==> config.mk <==
export PLATFORM = sky130hd
export DESIGN_NAME = trial_division_factorizer_core_flat
export DESIGN_NICKNAME = d
export VERILOG_FILES = /design/src/rtl/tdf_pkg.sv /design/src/rtl/tdf_if.sv /design/src/rtl/tdf_divider.sv /design/src/rtl/tdf_store.sv /design/src/rtl/trial_division_factorizer_core.sv /design/src/flat_wrapper.sv
export SDC_FILE = /design/constraint.sdc
export NUM_CORES = 2
export LEC_CHECK = 0
export ABC_AREA = 1
export BUFFER_PORTS_ARGS = -buffer_cell sky130_fd_sc_hd__buf_2
export CORE_MARGIN = 3
export CORE_UTILIZATION = 45
export DETAILED_ROUTE_END_ITERATION = 7
export GPL_TIMING_DRIVEN = 0
export HOLD_SLACK_MARGIN = 0.1
export PLACE_DENSITY_LB_ADDON = 0.25
export SYNTH_ARGS = -nofsm -noshare
export SYNTH_HDL_FRONTEND = slang
export SYNTH_HIERARCHICAL = 1
export SYNTH_SLANG_ARGS = --single-unit
export TNS_END_PERCENT = 10
==> constraint.sdc <==
create_clock -name clk -period 6.38 [get_ports clk]
set_input_delay 0.638 -clock clk [delete_from_list [all_inputs] [get_ports clk]]
set_output_delay 0.638 -clock clk [all_outputs]
set_load 0.05 [all_outputs]
==> src/rtl/tdf_pkg.sv <==
`default_nettype none
package tdf_pkg;
  localparam int MAX_FACTORS_DEF = 30;
  localparam int VALUE_WIDTH_DEF = 31;
  localparam int SMALL_W = 5;
  localparam int TRIAL_START = 2;
endpackage
`default_nettype wire

==> src/rtl/tdf_if.sv <==
`default_nettype none
interface tdf_in_if #(
  parameter int VALUE_WIDTH = tdf_pkg::VALUE_WIDTH_DEF
);
  logic                   valid;
  logic                   ready;
  logic [VALUE_WIDTH-1:0] value;

  modport source (output valid, output value, input ready);
  modport sink (input valid, input value, output ready);
endinterface

interface tdf_out_if #(
  parameter int VALUE_WIDTH = tdf_pkg::VALUE_WIDTH_DEF
);
  logic                       valid;
  logic                       ready;
  logic [VALUE_WIDTH-1:0]     factor;
  logic [VALUE_WIDTH-1:0]     dividend;
  logic [tdf_pkg::SMALL_W-1:0] step_index;
  logic [tdf_pkg::SMALL_W-1:0] factor_count;
  logic                       last;

  modport source (output valid, output factor, output dividend, output step_index,
                  output factor_count, output last, input ready);
  modport sink (input valid, input factor, input dividend, input step_index,
                input factor_count, input last, output ready);
endinterface
`default_nettype wire

==> src/rtl/tdf_divider.sv <==
`default_nettype none
module tdf_divider #(
  parameter int VALUE_WIDTH = tdf_pkg::VALUE_WIDTH_DEF
) (
  input  wire logic                   clk,
  input  wire logic                   rst_n,
  input  wire logic                   start,
  input  wire logic [VALUE_WIDTH-1:0] dividend,
  input  wire logic [VALUE_WIDTH-1:0] divisor,
  output logic                        done,
  output logic [VALUE_WIDTH-1:0]      quotient,
  output logic [VALUE_WIDTH-1:0]      remainder
);
  localparam int NW = $clog2(VALUE_WIDTH + 1);

  logic                   busy_r, busy_nxt;
  logic                   done_r, done_nxt;
  logic [NW-1:0]          cnt_r, cnt_nxt;
  logic [VALUE_WIDTH-1:0] q_r, q_nxt;
  logic [VALUE_WIDTH-1:0] rem_r, rem_nxt;
  logic [VALUE_WIDTH-1:0] d_r, d_nxt;
  logic [VALUE_WIDTH:0]   partial;
  logic [VALUE_WIDTH:0]   diff;

  assign partial = {rem_r, q_r[VALUE_WIDTH-1]};
  assign diff = partial - {1'b0, d_r};

  always_comb begin
    busy_nxt = busy_r;
    done_nxt = 1'b0;
    cnt_nxt = cnt_r;
    q_nxt = q_r;
    rem_nxt = rem_r;
    d_nxt = d_r;
    if (start) begin
      busy_nxt = 1'b1;
      cnt_nxt = NW'(VALUE_WIDTH);
      q_nxt = dividend;
      rem_nxt = '0;
      d_nxt = divisor;
    end else if (busy_r) begin
      if (partial >= {1'b0, d_r}) begin
        rem_nxt = diff[VALUE_WIDTH-1:0];
        q_nxt = {q_r[VALUE_WIDTH-2:0], 1'b1};
      end else begin
        rem_nxt = partial[VALUE_WIDTH-1:0];
        q_nxt = {q_r[VALUE_WIDTH-2:0], 1'b0};
      end
      cnt_nxt = cnt_r - NW'(1);
      if (cnt_r == NW'(1)) begin
        busy_nxt = 1'b0;
        done_nxt = 1'b1;
      end
    end
  end

  always_ff @(posedge clk) begin
    if (!rst_n) begin
      busy_r <= 1'b0;
      done_r <= 1'b0;
      cnt_r <= '0;
    end else begin
      busy_r <= busy_nxt;
      done_r <= done_nxt;
      cnt_r <= cnt_nxt;
    end
    q_r <= q_nxt;
    rem_r <= rem_nxt;
    d_r <= d_nxt;
  end

  assign done = done_r;
  assign quotient = q_r;
  assign remainder = rem_r;
endmodule
`default_nettype wire

==> src/rtl/tdf_store.sv <==
`default_nettype none
module tdf_store #(
  parameter int DEPTH = tdf_pkg::MAX_FACTORS_DEF,
  parameter int VALUE_WIDTH = tdf_pkg::VALUE_WIDTH_DEF,
  localparam int AW = (DEPTH > 1) ? $clog2(DEPTH) : 1
) (
  input  wire logic                   clk,
  input  wire logic                   wr_en,
  input  wire logic [AW-1:0]          wr_addr,
  input  wire logic [VALUE_WIDTH-1:0] wr_factor,
  input  wire logic [VALUE_WIDTH-1:0] wr_dividend,
  input  wire logic [AW-1:0]          rd_factor_addr,
  input  wire logic [AW-1:0]          rd_dividend_addr,
  output logic [VALUE_WIDTH-1:0]      rd_factor,
  output logic [VALUE_WIDTH-1:0]      rd_dividend
);
  logic [VALUE_WIDTH-1:0] factor_mem [DEPTH];
  logic [VALUE_WIDTH-1:0] dividend_mem [DEPTH];

  always_ff @(posedge clk) begin
    if (wr_en) begin
      factor_mem[wr_addr] <= wr_factor;
      dividend_mem[wr_addr] <= wr_dividend;
    end
    rd_factor <= factor_mem[rd_factor_addr];
    rd_dividend <= dividend_mem[rd_dividend_addr];
  end
endmodule
`default_nettype wire

==> src/rtl/trial_division_factorizer_core.sv <==
// Channel  Dir  Handshake      Payload
// in_ch    in   valid/ready    value
// out_ch   out  valid/ready    factor, dividend, step_index, factor_count, last
// cfg      in   cfg_we         cfg_wdata (descending order bit)
//
// Each trial divisor costs one pass through the shared bit-serial divider.
// An item takes one divider pass per trial divisor and per factor found,
// with up to about sqrt(value) trials, plus a store read before each result.
// A value below two causes no result and leaves the input ready.
// Reset is synchronous and active low; the stores hold no reset value.
// The input is not ready from acceptance until the last result transfer.
`default_nettype none
module trial_division_factorizer_core #(
  parameter int MAX_FACTORS = tdf_pkg::MAX_FACTORS_DEF,
  parameter int VALUE_WIDTH = tdf_pkg::VALUE_WIDTH_DEF
) (
  input  wire logic clk,
  input  wire logic rst_n,
  tdf_in_if.sink    in_ch,
  tdf_out_if.source out_ch,
  input  wire logic cfg_we,
  input  wire logic cfg_wdata
);
  localparam int CW = $clog2(MAX_FACTORS + 1);
  localparam int AW = (MAX_FACTORS > 1) ? $clog2(MAX_FACTORS) : 1;

  typedef enum logic [2:0] {S_IDLE, S_TRIAL, S_WAIT, S_READ, S_OUT} state_t;

  state_t                 state_r, state_nxt;
  logic [VALUE_WIDTH-1:0] rem_r, rem_nxt;
  logic [VALUE_WIDTH-1:0] div_r, div_nxt;
  logic [CW-1:0]          count_r, count_nxt;
  logic [CW-1:0]          k_r, k_nxt;
  logic                   desc_r;
  logic                   div_start;
  logic                   div_done;
  logic [VALUE_WIDTH-1:0] quot;
  logic [VALUE_WIDTH-1:0] remd;
  logic                   wr_en;
  logic [VALUE_WIDTH-1:0] wr_factor;
  logic [CW-1:0]          src;
  logic                   is_last;

  tdf_divider #(.VALUE_WIDTH(VALUE_WIDTH)) u_div (
    .clk(clk), .rst_n(rst_n), .start(div_start), .dividend(rem_r), .divisor(div_r),
    .done(div_done), .quotient(quot), .remainder(remd)
  );

  assign src = desc_r ? CW'(count_r - CW'(1) - k_r) : k_r;

  tdf_store #(.DEPTH(MAX_FACTORS), .VALUE_WIDTH(VALUE_WIDTH)) u_store (
    .clk(clk), .wr_en(wr_en), .wr_addr(count_r[AW-1:0]), .wr_factor(wr_factor),
    .wr_dividend(rem_r), .rd_factor_addr(src[AW-1:0]), .rd_dividend_addr(k_r[AW-1:0]),
    .rd_factor(out_ch.factor), .rd_dividend(out_ch.dividend)
  );

  assign is_last = (k_r + CW'(1)) == count_r;

  always_comb begin
    state_nxt = state_r;
    rem_nxt = rem_r;
    div_nxt = div_r;
    count_nxt = count_r;
    k_nxt = k_r;
    div_start = 1'b0;
    wr_en = 1'b0;
    wr_factor = div_r;
    case (state_r)
      S_IDLE: begin
        if (in_ch.valid) begin
          rem_nxt = in_ch.value;
          div_nxt = VALUE_WIDTH'(tdf_pkg::TRIAL_START);
          count_nxt = '0;
          k_nxt = '0;
          if (in_ch.value >= VALUE_WIDTH'(tdf_pkg::TRIAL_START)) begin
            state_nxt = S_TRIAL;
          end
        end
      end
      S_TRIAL: begin
        if (rem_r > VALUE_WIDTH'(1) && count_r != CW'(MAX_FACTORS)) begin
          div_start = 1'b1;
          state_nxt = S_WAIT;
        end else begin
          k_nxt = '0;
          state_nxt = S_READ;
        end
      end
      S_WAIT: begin
        if (div_done) begin
          if (div_r > quot) begin
            wr_en = 1'b1;
            wr_factor = rem_r;
            rem_nxt = VALUE_WIDTH'(1);
            count_nxt = count_r + CW'(1);
          end else if (remd == '0) begin
            wr_en = 1'b1;
            rem_nxt = quot;
            count_nxt = count_r + CW'(1);
          end else begin
            div_nxt = div_r + VALUE_WIDTH'(1);
          end
          state_nxt = S_TRIAL;
        end
      end
      S_READ: begin
        state_nxt = S_OUT;
      end
      S_OUT: begin
        if (out_ch.ready) begin
          if (is_last) begin
            state_nxt = S_IDLE;
          end else begin
            k_nxt = k_r + CW'(1);
            state_nxt = S_READ;
          end
        end
      end
      default: begin
        state_nxt = S_IDLE;
      end
    endcase
  end

  always_ff @(posedge clk) begin
    if (!rst_n) begin
      state_r <= S_IDLE;
      count_r <= '0;
      k_r <= '0;
      desc_r <= 1'b0;
    end else begin
      state_r <= state_nxt;
      count_r <= count_nxt;
      k_r <= k_nxt;
      if (cfg_we) begin
        desc_r <= cfg_wdata;
      end
    end
    rem_r <= rem_nxt;
    div_r <= div_nxt;
  end

  assign in_ch.ready = state_r == S_IDLE;
  assign out_ch.valid = state_r == S_OUT;
  assign out_ch.step_index = tdf_pkg::SMALL_W'(k_r);
  assign out_ch.factor_count = tdf_pkg::SMALL_W'(count_r);
  assign out_ch.last = is_last;

  a_no_overlap: assert property (@(posedge clk) disable iff (!rst_n)
    out_ch.valid |-> !in_ch.ready)
    else $error("result offered while input is ready");

  a_done_in_wait: assert property (@(posedge clk) disable iff (!rst_n)
    div_done |-> state_r == S_WAIT)
    else $error("divider finished outside the wait state");

  a_small_value: assert property (@(posedge clk) disable iff (!rst_n)
    (in_ch.valid && in_ch.ready && in_ch.value < VALUE_WIDTH'(tdf_pkg::TRIAL_START))
    |=> in_ch.ready)
    else $error("value below two did not return to idle");

  a_last_frees: assert property (@(posedge clk) disable iff (!rst_n)
    (out_ch.valid && out_ch.ready && out_ch.last) |=> in_ch.ready)
    else $error("input not ready after the last transfer");

  a_store_bound: assert property (@(posedge clk) disable iff (!rst_n)
    wr_en |-> count_r != CW'(MAX_FACTORS))
    else $error("store written beyond its depth");
endmodule
`default_nettype wire

==> src/flat_wrapper.sv <==
// flat-port wrapper written by rule: the top's interface ports become plain ports
module trial_division_factorizer_core_flat 
#(
  parameter int MAX_FACTORS = tdf_pkg::MAX_FACTORS_DEF,
  parameter int VALUE_WIDTH = tdf_pkg::VALUE_WIDTH_DEF
)
  (clk, rst_n, cfg_we, cfg_wdata, in_ch_valid, in_ch_value, in_ch_ready, out_ch_valid, out_ch_factor, out_ch_dividend, out_ch_step_index, out_ch_factor_count, out_ch_last, out_ch_ready);
  tdf_in_if #(.VALUE_WIDTH(VALUE_WIDTH)) in_ch_i ();
  tdf_out_if #(.VALUE_WIDTH(VALUE_WIDTH)) out_ch_i ();
  input  wire logic clk;
  input  wire logic rst_n;
  input  wire logic cfg_we;
  input  wire logic cfg_wdata;
  input wire logic [$bits(in_ch_i.valid)-1:0] in_ch_valid;
  input wire logic [$bits(in_ch_i.value)-1:0] in_ch_value;
  output wire logic [$bits(in_ch_i.ready)-1:0] in_ch_ready;
  output wire logic [$bits(out_ch_i.valid)-1:0] out_ch_valid;
  output wire logic [$bits(out_ch_i.factor)-1:0] out_ch_factor;
  output wire logic [$bits(out_ch_i.dividend)-1:0] out_ch_dividend;
  output wire logic [$bits(out_ch_i.step_index)-1:0] out_ch_step_index;
  output wire logic [$bits(out_ch_i.factor_count)-1:0] out_ch_factor_count;
  output wire logic [$bits(out_ch_i.last)-1:0] out_ch_last;
  input wire logic [$bits(out_ch_i.ready)-1:0] out_ch_ready;
  assign in_ch_i.valid = in_ch_valid;
  assign in_ch_i.value = in_ch_value;
  assign in_ch_ready = in_ch_i.ready;
  assign out_ch_valid = out_ch_i.valid;
  assign out_ch_factor = out_ch_i.factor;
  assign out_ch_dividend = out_ch_i.dividend;
  assign out_ch_step_index = out_ch_i.step_index;
  assign out_ch_factor_count = out_ch_i.factor_count;
  assign out_ch_last = out_ch_i.last;
  assign out_ch_i.ready = out_ch_ready;
  trial_division_factorizer_core #(.MAX_FACTORS(MAX_FACTORS), .VALUE_WIDTH(VALUE_WIDTH)) u_core (.clk(clk), .rst_n(rst_n), .in_ch(in_ch_i), .out_ch(out_ch_i), .cfg_we(cfg_we), .cfg_wdata(cfg_wdata));
endmodule
Yosys cells after proc, flatten, opt, wreduce, memory -nomap -nowiden:

Memories as Yosys holds them, arrays and structs flattened. A register that Yosys moved wholly into a read port is not among the register bits.
Cells that the tools add are included.

* flip-flop bits (word level): 176
* memory bits (writable): 1860
* memories: 2

* bitwise logic cells: 2
* reductions and logical operators: 11
* $add $sub $neg: 7
* equality and inequality tests: 16
* muxes and demuxes: 48
* $lt $le $gt $ge: 4

Memory list
* u_core.u_store.dividend_mem: depth 30, bits a word 31, rd ports 1, clocked after Yosys merged registers in 1, write ports 1, line tdf_store.sv:18 `logic [VALUE_WIDTH-1:0] dividend_mem [DEPTH];`
* u_core.u_store.factor_mem: depth 30, bits a word 31, rd ports 1, clocked after Yosys merged registers in 1, write ports 1, line tdf_store.sv:17 `logic [VALUE_WIDTH-1:0] factor_mem [DEPTH];`

Operators by type and width (count)
* $mux 31: 14
* $pmux 31 s2: 2
* $mux 5: 10
* $ge 32x31->1: 1
* $add 31x1->31 const B: 1
* $ge 31x2->1 const B: 1
* $gt 31x1->1 const B: 1
* $gt 31x31->1: 1
* $logic_not 31->1: 1
* $sub 31x31->31: 1
* $pmux 3 s5: 1
* $pmux 5 s3: 1
* $mux 1: 14
* $mux 3: 4
* $ne 2x2->1 const B: 6
* $add 5x1->5 const B: 2
* $pmux 5 s2: 1
* $reduce_and 5->1: 2
* $sub 5x1->5 const B: 2
* $reduce_and 4->1: 2
* $eq 3x2->1 const B: 2
* $eq 5x1->1 const B: 1
* $eq 5x5->1: 1
* $ne 5x5->1 const B: 1
* other kinds (12): 15

Depth between registers and ports, before layout:

* depth after elaboration: 7
* depth in mapped cells: 17

Cells and area by module:

The synthesis kept the hierarchy.

Modules (own cells, without submodules)
* tdf_store: instances 1, cells an instance 6517, area an instance 76753.6 um^2, sequential area each 57094.8 um^2
* tdf_divider: instances 1, cells an instance 975, area an instance 6767.7 um^2, sequential area each 2622.5 um^2
* trial_division_factorizer_core: instances 1, cells an instance 780, area an instance 5786.8 um^2, sequential area each 2142.1 um^2

Least setup slack after synthesis:

No wires, ideal clock.

* kind: register -> register
* start point: register u_core.div_r[13]
* end point: memory u_core/u_store/dividend_mem[13][0] in the netlist's numbering, enable pin
* setup time: 483 ps
* buffers on the path: 0
* slack: 1316 ps
* stages on the path, launching flop included: 14
* data arrival time: 4581 ps
* cell sequence: edfxtp_1 ha_1 nand2_1 nor2_1 nand2_1 nor2_1 nand2_1 nand2_1 nand2_1 nand2_1 nand3_1 a21oi_1 nand3_1 nor2_1

* cells in the longest elaborated chain, start to end: 6

RTL lines
* start: declaration: line trial_division_factorizer_core.sv:31 `logic [VALUE_WIDTH-1:0] div_r, div_nxt;`
* start signal: assignment: line trial_division_factorizer_core.sv:140 `div_r <= div_nxt;`
* $gt 31x31->1: line trial_division_factorizer_core.sv:91 `if (div_r > quot) begin`
* $mux 1: line trial_division_factorizer_core.sv:91
* $mux 1: line trial_division_factorizer_core.sv:90 `if (div_done) begin`
* $mux 1: line trial_division_factorizer_core.sv:68 `case (state_r)`
* named net u_core.wr_en: line trial_division_factorizer_core.sv:39 `logic wr_en;`
* $mux 1: line tdf_store.sv:21 `if (wr_en) begin`
* $mux 1 (not written as such): line tdf_store.sv:23 `dividend_mem[wr_addr] <= wr_dividend;`
* end: declaration: line tdf_store.sv:18

The timed path passes the listed nets, and every way through them passes these cells.

Worst setup path after layout:

* start point: register u_core.rem_r[1]
* end point: register u_core.u_div.q_r[21], in the netlist u_core/u_div/quotient[21] (data pin)

* cells in the longest elaborated chain, start to end: 5

RTL lines
* start: declaration: line trial_division_factorizer_core.sv:30 `logic [VALUE_WIDTH-1:0] rem_r, rem_nxt;`
* start signal: assignment: line trial_division_factorizer_core.sv:139 `rem_r <= rem_nxt;`
* $gt 31x1->1: line trial_division_factorizer_core.sv:81 `if (rem_r > VALUE_WIDTH'(1) && count_r != CW'(MAX_FACTORS)) begin`
* $logic_and 1x1->1: line trial_division_factorizer_core.sv:81
* $mux 1: line trial_division_factorizer_core.sv:81
* $mux 1: line trial_division_factorizer_core.sv:68
* named net u_core.div_start: line trial_division_factorizer_core.sv:35 `logic div_start;`
* $mux 31: line tdf_divider.sv:35 `if (start) begin`
* named net u_core.u_div.q_nxt[21]: line tdf_divider.sv:19 `logic [VALUE_WIDTH-1:0] q_r, q_nxt;`
* end signal: assignment: line tdf_divider.sv:67 `q_r <= q_nxt;`
* end: declaration: line tdf_divider.sv:19

The timed path passes the listed nets, and every way through them passes these cells.
A chain may end at the register's enable or synchronous reset.

==> flow_summary_export.csv <==
group,metric,value,unit
outcome,result_of_the_run,"finished with violations",
outcome,violations,"DRC",
placed_design,placement.setup.worst_slack,1.256,ns
pwr,p_int,0.02711,W
setup_path,setup.worst_path.start_class,"flop",
clocking,cts.hold.buffers_added,2,
detailed_routing,drc_errors,2,
pwr,comb_power_share,0.321,
global_routing,pin_count_of_the_biggest_net_entering_global_routing,34,
global_routing,number_of_global_route_vias_before_repair,60037,
yosys,register_area_share_after_synthesis,0.6927,
yosys,synth_edf_count,1984,
detailed_routing,initialDrtViolationCount,9170,
die,initial_util,0.4556,
finish,n_fill_cell,16632,
yosys,yosysWarnings,6,
clocking,post-cts-setup-buffers,0,
clocking,cts_resized,0,
sta,period_share,0.7778,
global_routing,overflow,0,
die,boundary_pin_count,112,
sta,slew_at_the_pin_with_the_worst_max_slew_slack,1.408,ns
yosys,synth_top_cells_by_count,"nand2_1, edfxtp_1, nand3_1, inv_1, buf_2",
detailed_routing,viasPerCell,5.628,
sta,fmax,0.2015,GHz
setup_path,critical_path_class,"reg -> reg",
yosys,asyncSetResetFlopFracSynth,0,
hold_path,min_path_type,"in -> reg",
yosys,netlist_area,89310,um2
finish,register_cell_area_after_layout,61860,um2
setup_path,worst_ep_arrival_time,5.55,ns
setup_path,crit_path_max_fanout,32,
yosys,yosysMostFrequentCell,"nand2_1",
clocking,cts_sinks,2098,
yosys,postSynthCellCount,8272,
pwr,p_leak,40.20,nW
yosys,synth-seq-cells,2098,
pwr,pwr_density_cell,422.0,nW/um2
finish,final_layout_size_suffix_gt1_frac,0.1094,
pwr,switching_power,0.01650,W
sta,setup_slack,1.418,ns
placed_design,finalWeightedCongestion,0.9517,
flow_run,drv_cap,0,
detailed_routing,met2WireLength,125900,um
die,fp.dieArea,203800,um2
yosys,synth_largest_type_area_fraction,0.6671,
die,floorplan.core_area,196000,um2
pwr,largest_voltage_drop_on_the_vdd_net,0.0003289,V
detailed_routing,dr.max_layer_used,"met5",
yosys,postSynth.topFlopCell,"edfxtp_1",
die,row_count,162,
sta,rsz0062_at_grt,"false",
global_routing,first_pass_grt_wire_length,409800,um
die,die_width,451.5,um
placed_design,dpl.hpwl,201300,um
finish,multiInputGateArea,23880,um2
yosys,syn-mean-instance-area,10.80,um2
sta,slew-limit-headroom,0.06133,
clocking,clkSlewWorstSetupHoldPaths,0.07,ns
detailed_routing,wl_met3,31710,um
global_routing,antenna_found_initial,10,
global_routing,gr-usage-all-layers,0.2750,
detailed_routing,drt_pass1_iterations,8,
clocking,cts.path.max_buffers,3,
detailed_routing,met1Wirelength,114500,um
sta,report.final.setup_viol,0,
detailed_routing,routed_wire_length_per_instance,24.81,um
finish,nets,8837,
placed_design,post_dp_cell_area,96700,um2
pwr,clock_power_share,0.269,
finish,final_util,0.5271,
sta,hold_viol,0,
yosys,net_count_after_synthesis,8383,
clocking,tritoncts.num_buffers,201,
clocking,cts_htree_levels,4,
yosys,post-synth-top-area-cell,"edfxtp_1",
sta,post_layout_minimum_cycle_time,4.962,ns
setup_path,worst_setup_path_end_kind,"flop",
clocking,clock_tree.root_cell,"clkbuf_16",
yosys,synth.top_cells.by_area,"edfxtp_1, nand2_1, nand3_1",
sta,finClkSkew,0.03275,ns
detailed_routing,route.final.wire_length,286000,um
placed_design,numPortBuffers,111,
die,chipHeight,451.5,um
detailed_routing,detail-route-antenna-nets,0,
yosys,yosysUniqueCellTypes,60,
finish,layout-area-overhead-vs-synth,15.68,%
clocking,worstSkewPairLatency,0.85,ns
finish,fin_area,103300,um2
pwr,sequentialPowerShare,0.410,
detailed_routing,num_vias,64872,
pwr,p_sw_frac,0.3783,
setup_path,critPathRequiredTime,6.97,ns
clocking,cts_tree,"built",
sta,timing.setup.tns,0,ns
sta,slew_viol_final,0,
==> critical path, cell delays in order (launching register included) <==
cell	delay (ns)
edfxtp_1	1.24
inv_1	0.28
nand3_1	0.19
nor3_1	0.08
nand2_1	0.10
nand3_1	0.22
inv_1	0.96
clkbuf_1	0.49
clkinv_1	0.51
clkbuf_1	0.39
nand2_1	0.15
nand2_1	0.07
==> per-stage QoR <==
stage,hold slack [ns],power (W),instances
floorplan,0.4485,0.02539,8272
global placement,0.4604,0.03096,11007
detailed placement,0.4851,0.03172,11139
CTS,0.1163,0.04334,11518
global route,0.1673,0.04525,11525
finish,0.1863,0.04360,11526
==> sequential cells by signal, indices dropped and copies added, names as in the netlist <==
register / cells
u_core/u_store/dividend_mem: 930
u_core/u_div/busy_r: 1
u_core/u_div/cnt_r: 5
u_core/u_div/done: 1
u_core/u_store/rd_factor: 31
u_core/u_div/remainder: 31
u_core/desc_r: 1
u_core/out_ch.step_index: 5
u_core/u_div/d_r: 31
u_core/state_r: 3
u_core/rem_r: 31
u_core/u_store/rd_dividend: 31
u_core/u_div/quotient: 31
u_core/u_store/factor_mem: 930
u_core/div_r: 31
u_core/out_ch.factor_count: 5
==> path summary, 6_finish.rpt <==
path / endpoint / cells past startpoint / start / slack, ns
worst max-delay path: u_core/u_div/quotient[21] / 11 / u_core/rem_r[1] / 1.42
worst min-delay path: u_core/rem_r[28] / 3 / in_ch_value[28] / 0.19
worst max register to register: u_core/u_div/quotient[21] / 11 / u_core/rem_r[1] / 1.42
worst min register to register: u_core/u_div/remainder[13] / 2 / u_core/u_div/remainder[13] / 0.50
==> cell type report <==
type	count	share of cell area
sequential	2098	0.5988
multi-input combinational	5284	0.2312
clock buffer	273	0.05411
timing repair buffer	251	0.03599
tap	2624	0.03178
buffer	438	0.02331
inverter	452	0.01648
clock inverter	104	0.008320
antenna	2	0.00004844
==> cells in the final DEF, fill, tap and decap left out, drive strengths merged, types with 14 or more instances in the layout <==
cell,instances
nand2,3209
edfxtp,1984
nand3,1469
buf,604
inv,454
clkbuf,355
nor2,207
dfxtp,114
clkinv,80
o21ai,74
ha,72
a21oi,67
nor3,32
o31ai,30
nand4,26
nor4,21
nand3b,17
xnor2,14
==> layer usage <==
layer	up-vias	global-route usage
li1	29121	-
met3	532	0.05085
met2	3640	0.4139
met4	4	0.1217
met1	31575	0.3910
met5	-	0
==> cell families after synthesis <==
logic type,count (synthesis),share of synthesized area
and+or+nand+nor,5004,0.2369
DFF,2098,0.6927
buffers and inverters,890,0.04602
AOI/OAI and AO/OA,184,0.01177
adders and majority gates,74,0.01054
xor gates and xnor gates,22,0.002158
==> power groups by stage <==
stage | Clock [W] | Sequential (W) | Combinational, W
finish | 0.0117 | 0.0179 | 0.0140
global route | 0.0124 | 0.0179 | 0.0149
CTS | 0.0118 | 0.0180 | 0.0135
detailed placement | 0 | 0.0182 | 0.0135
global placement | 0 | 0.0187 | 0.0123
floorplan | 0 | 0.0186 | 0.00678
(Power assumes the default switching activity.)
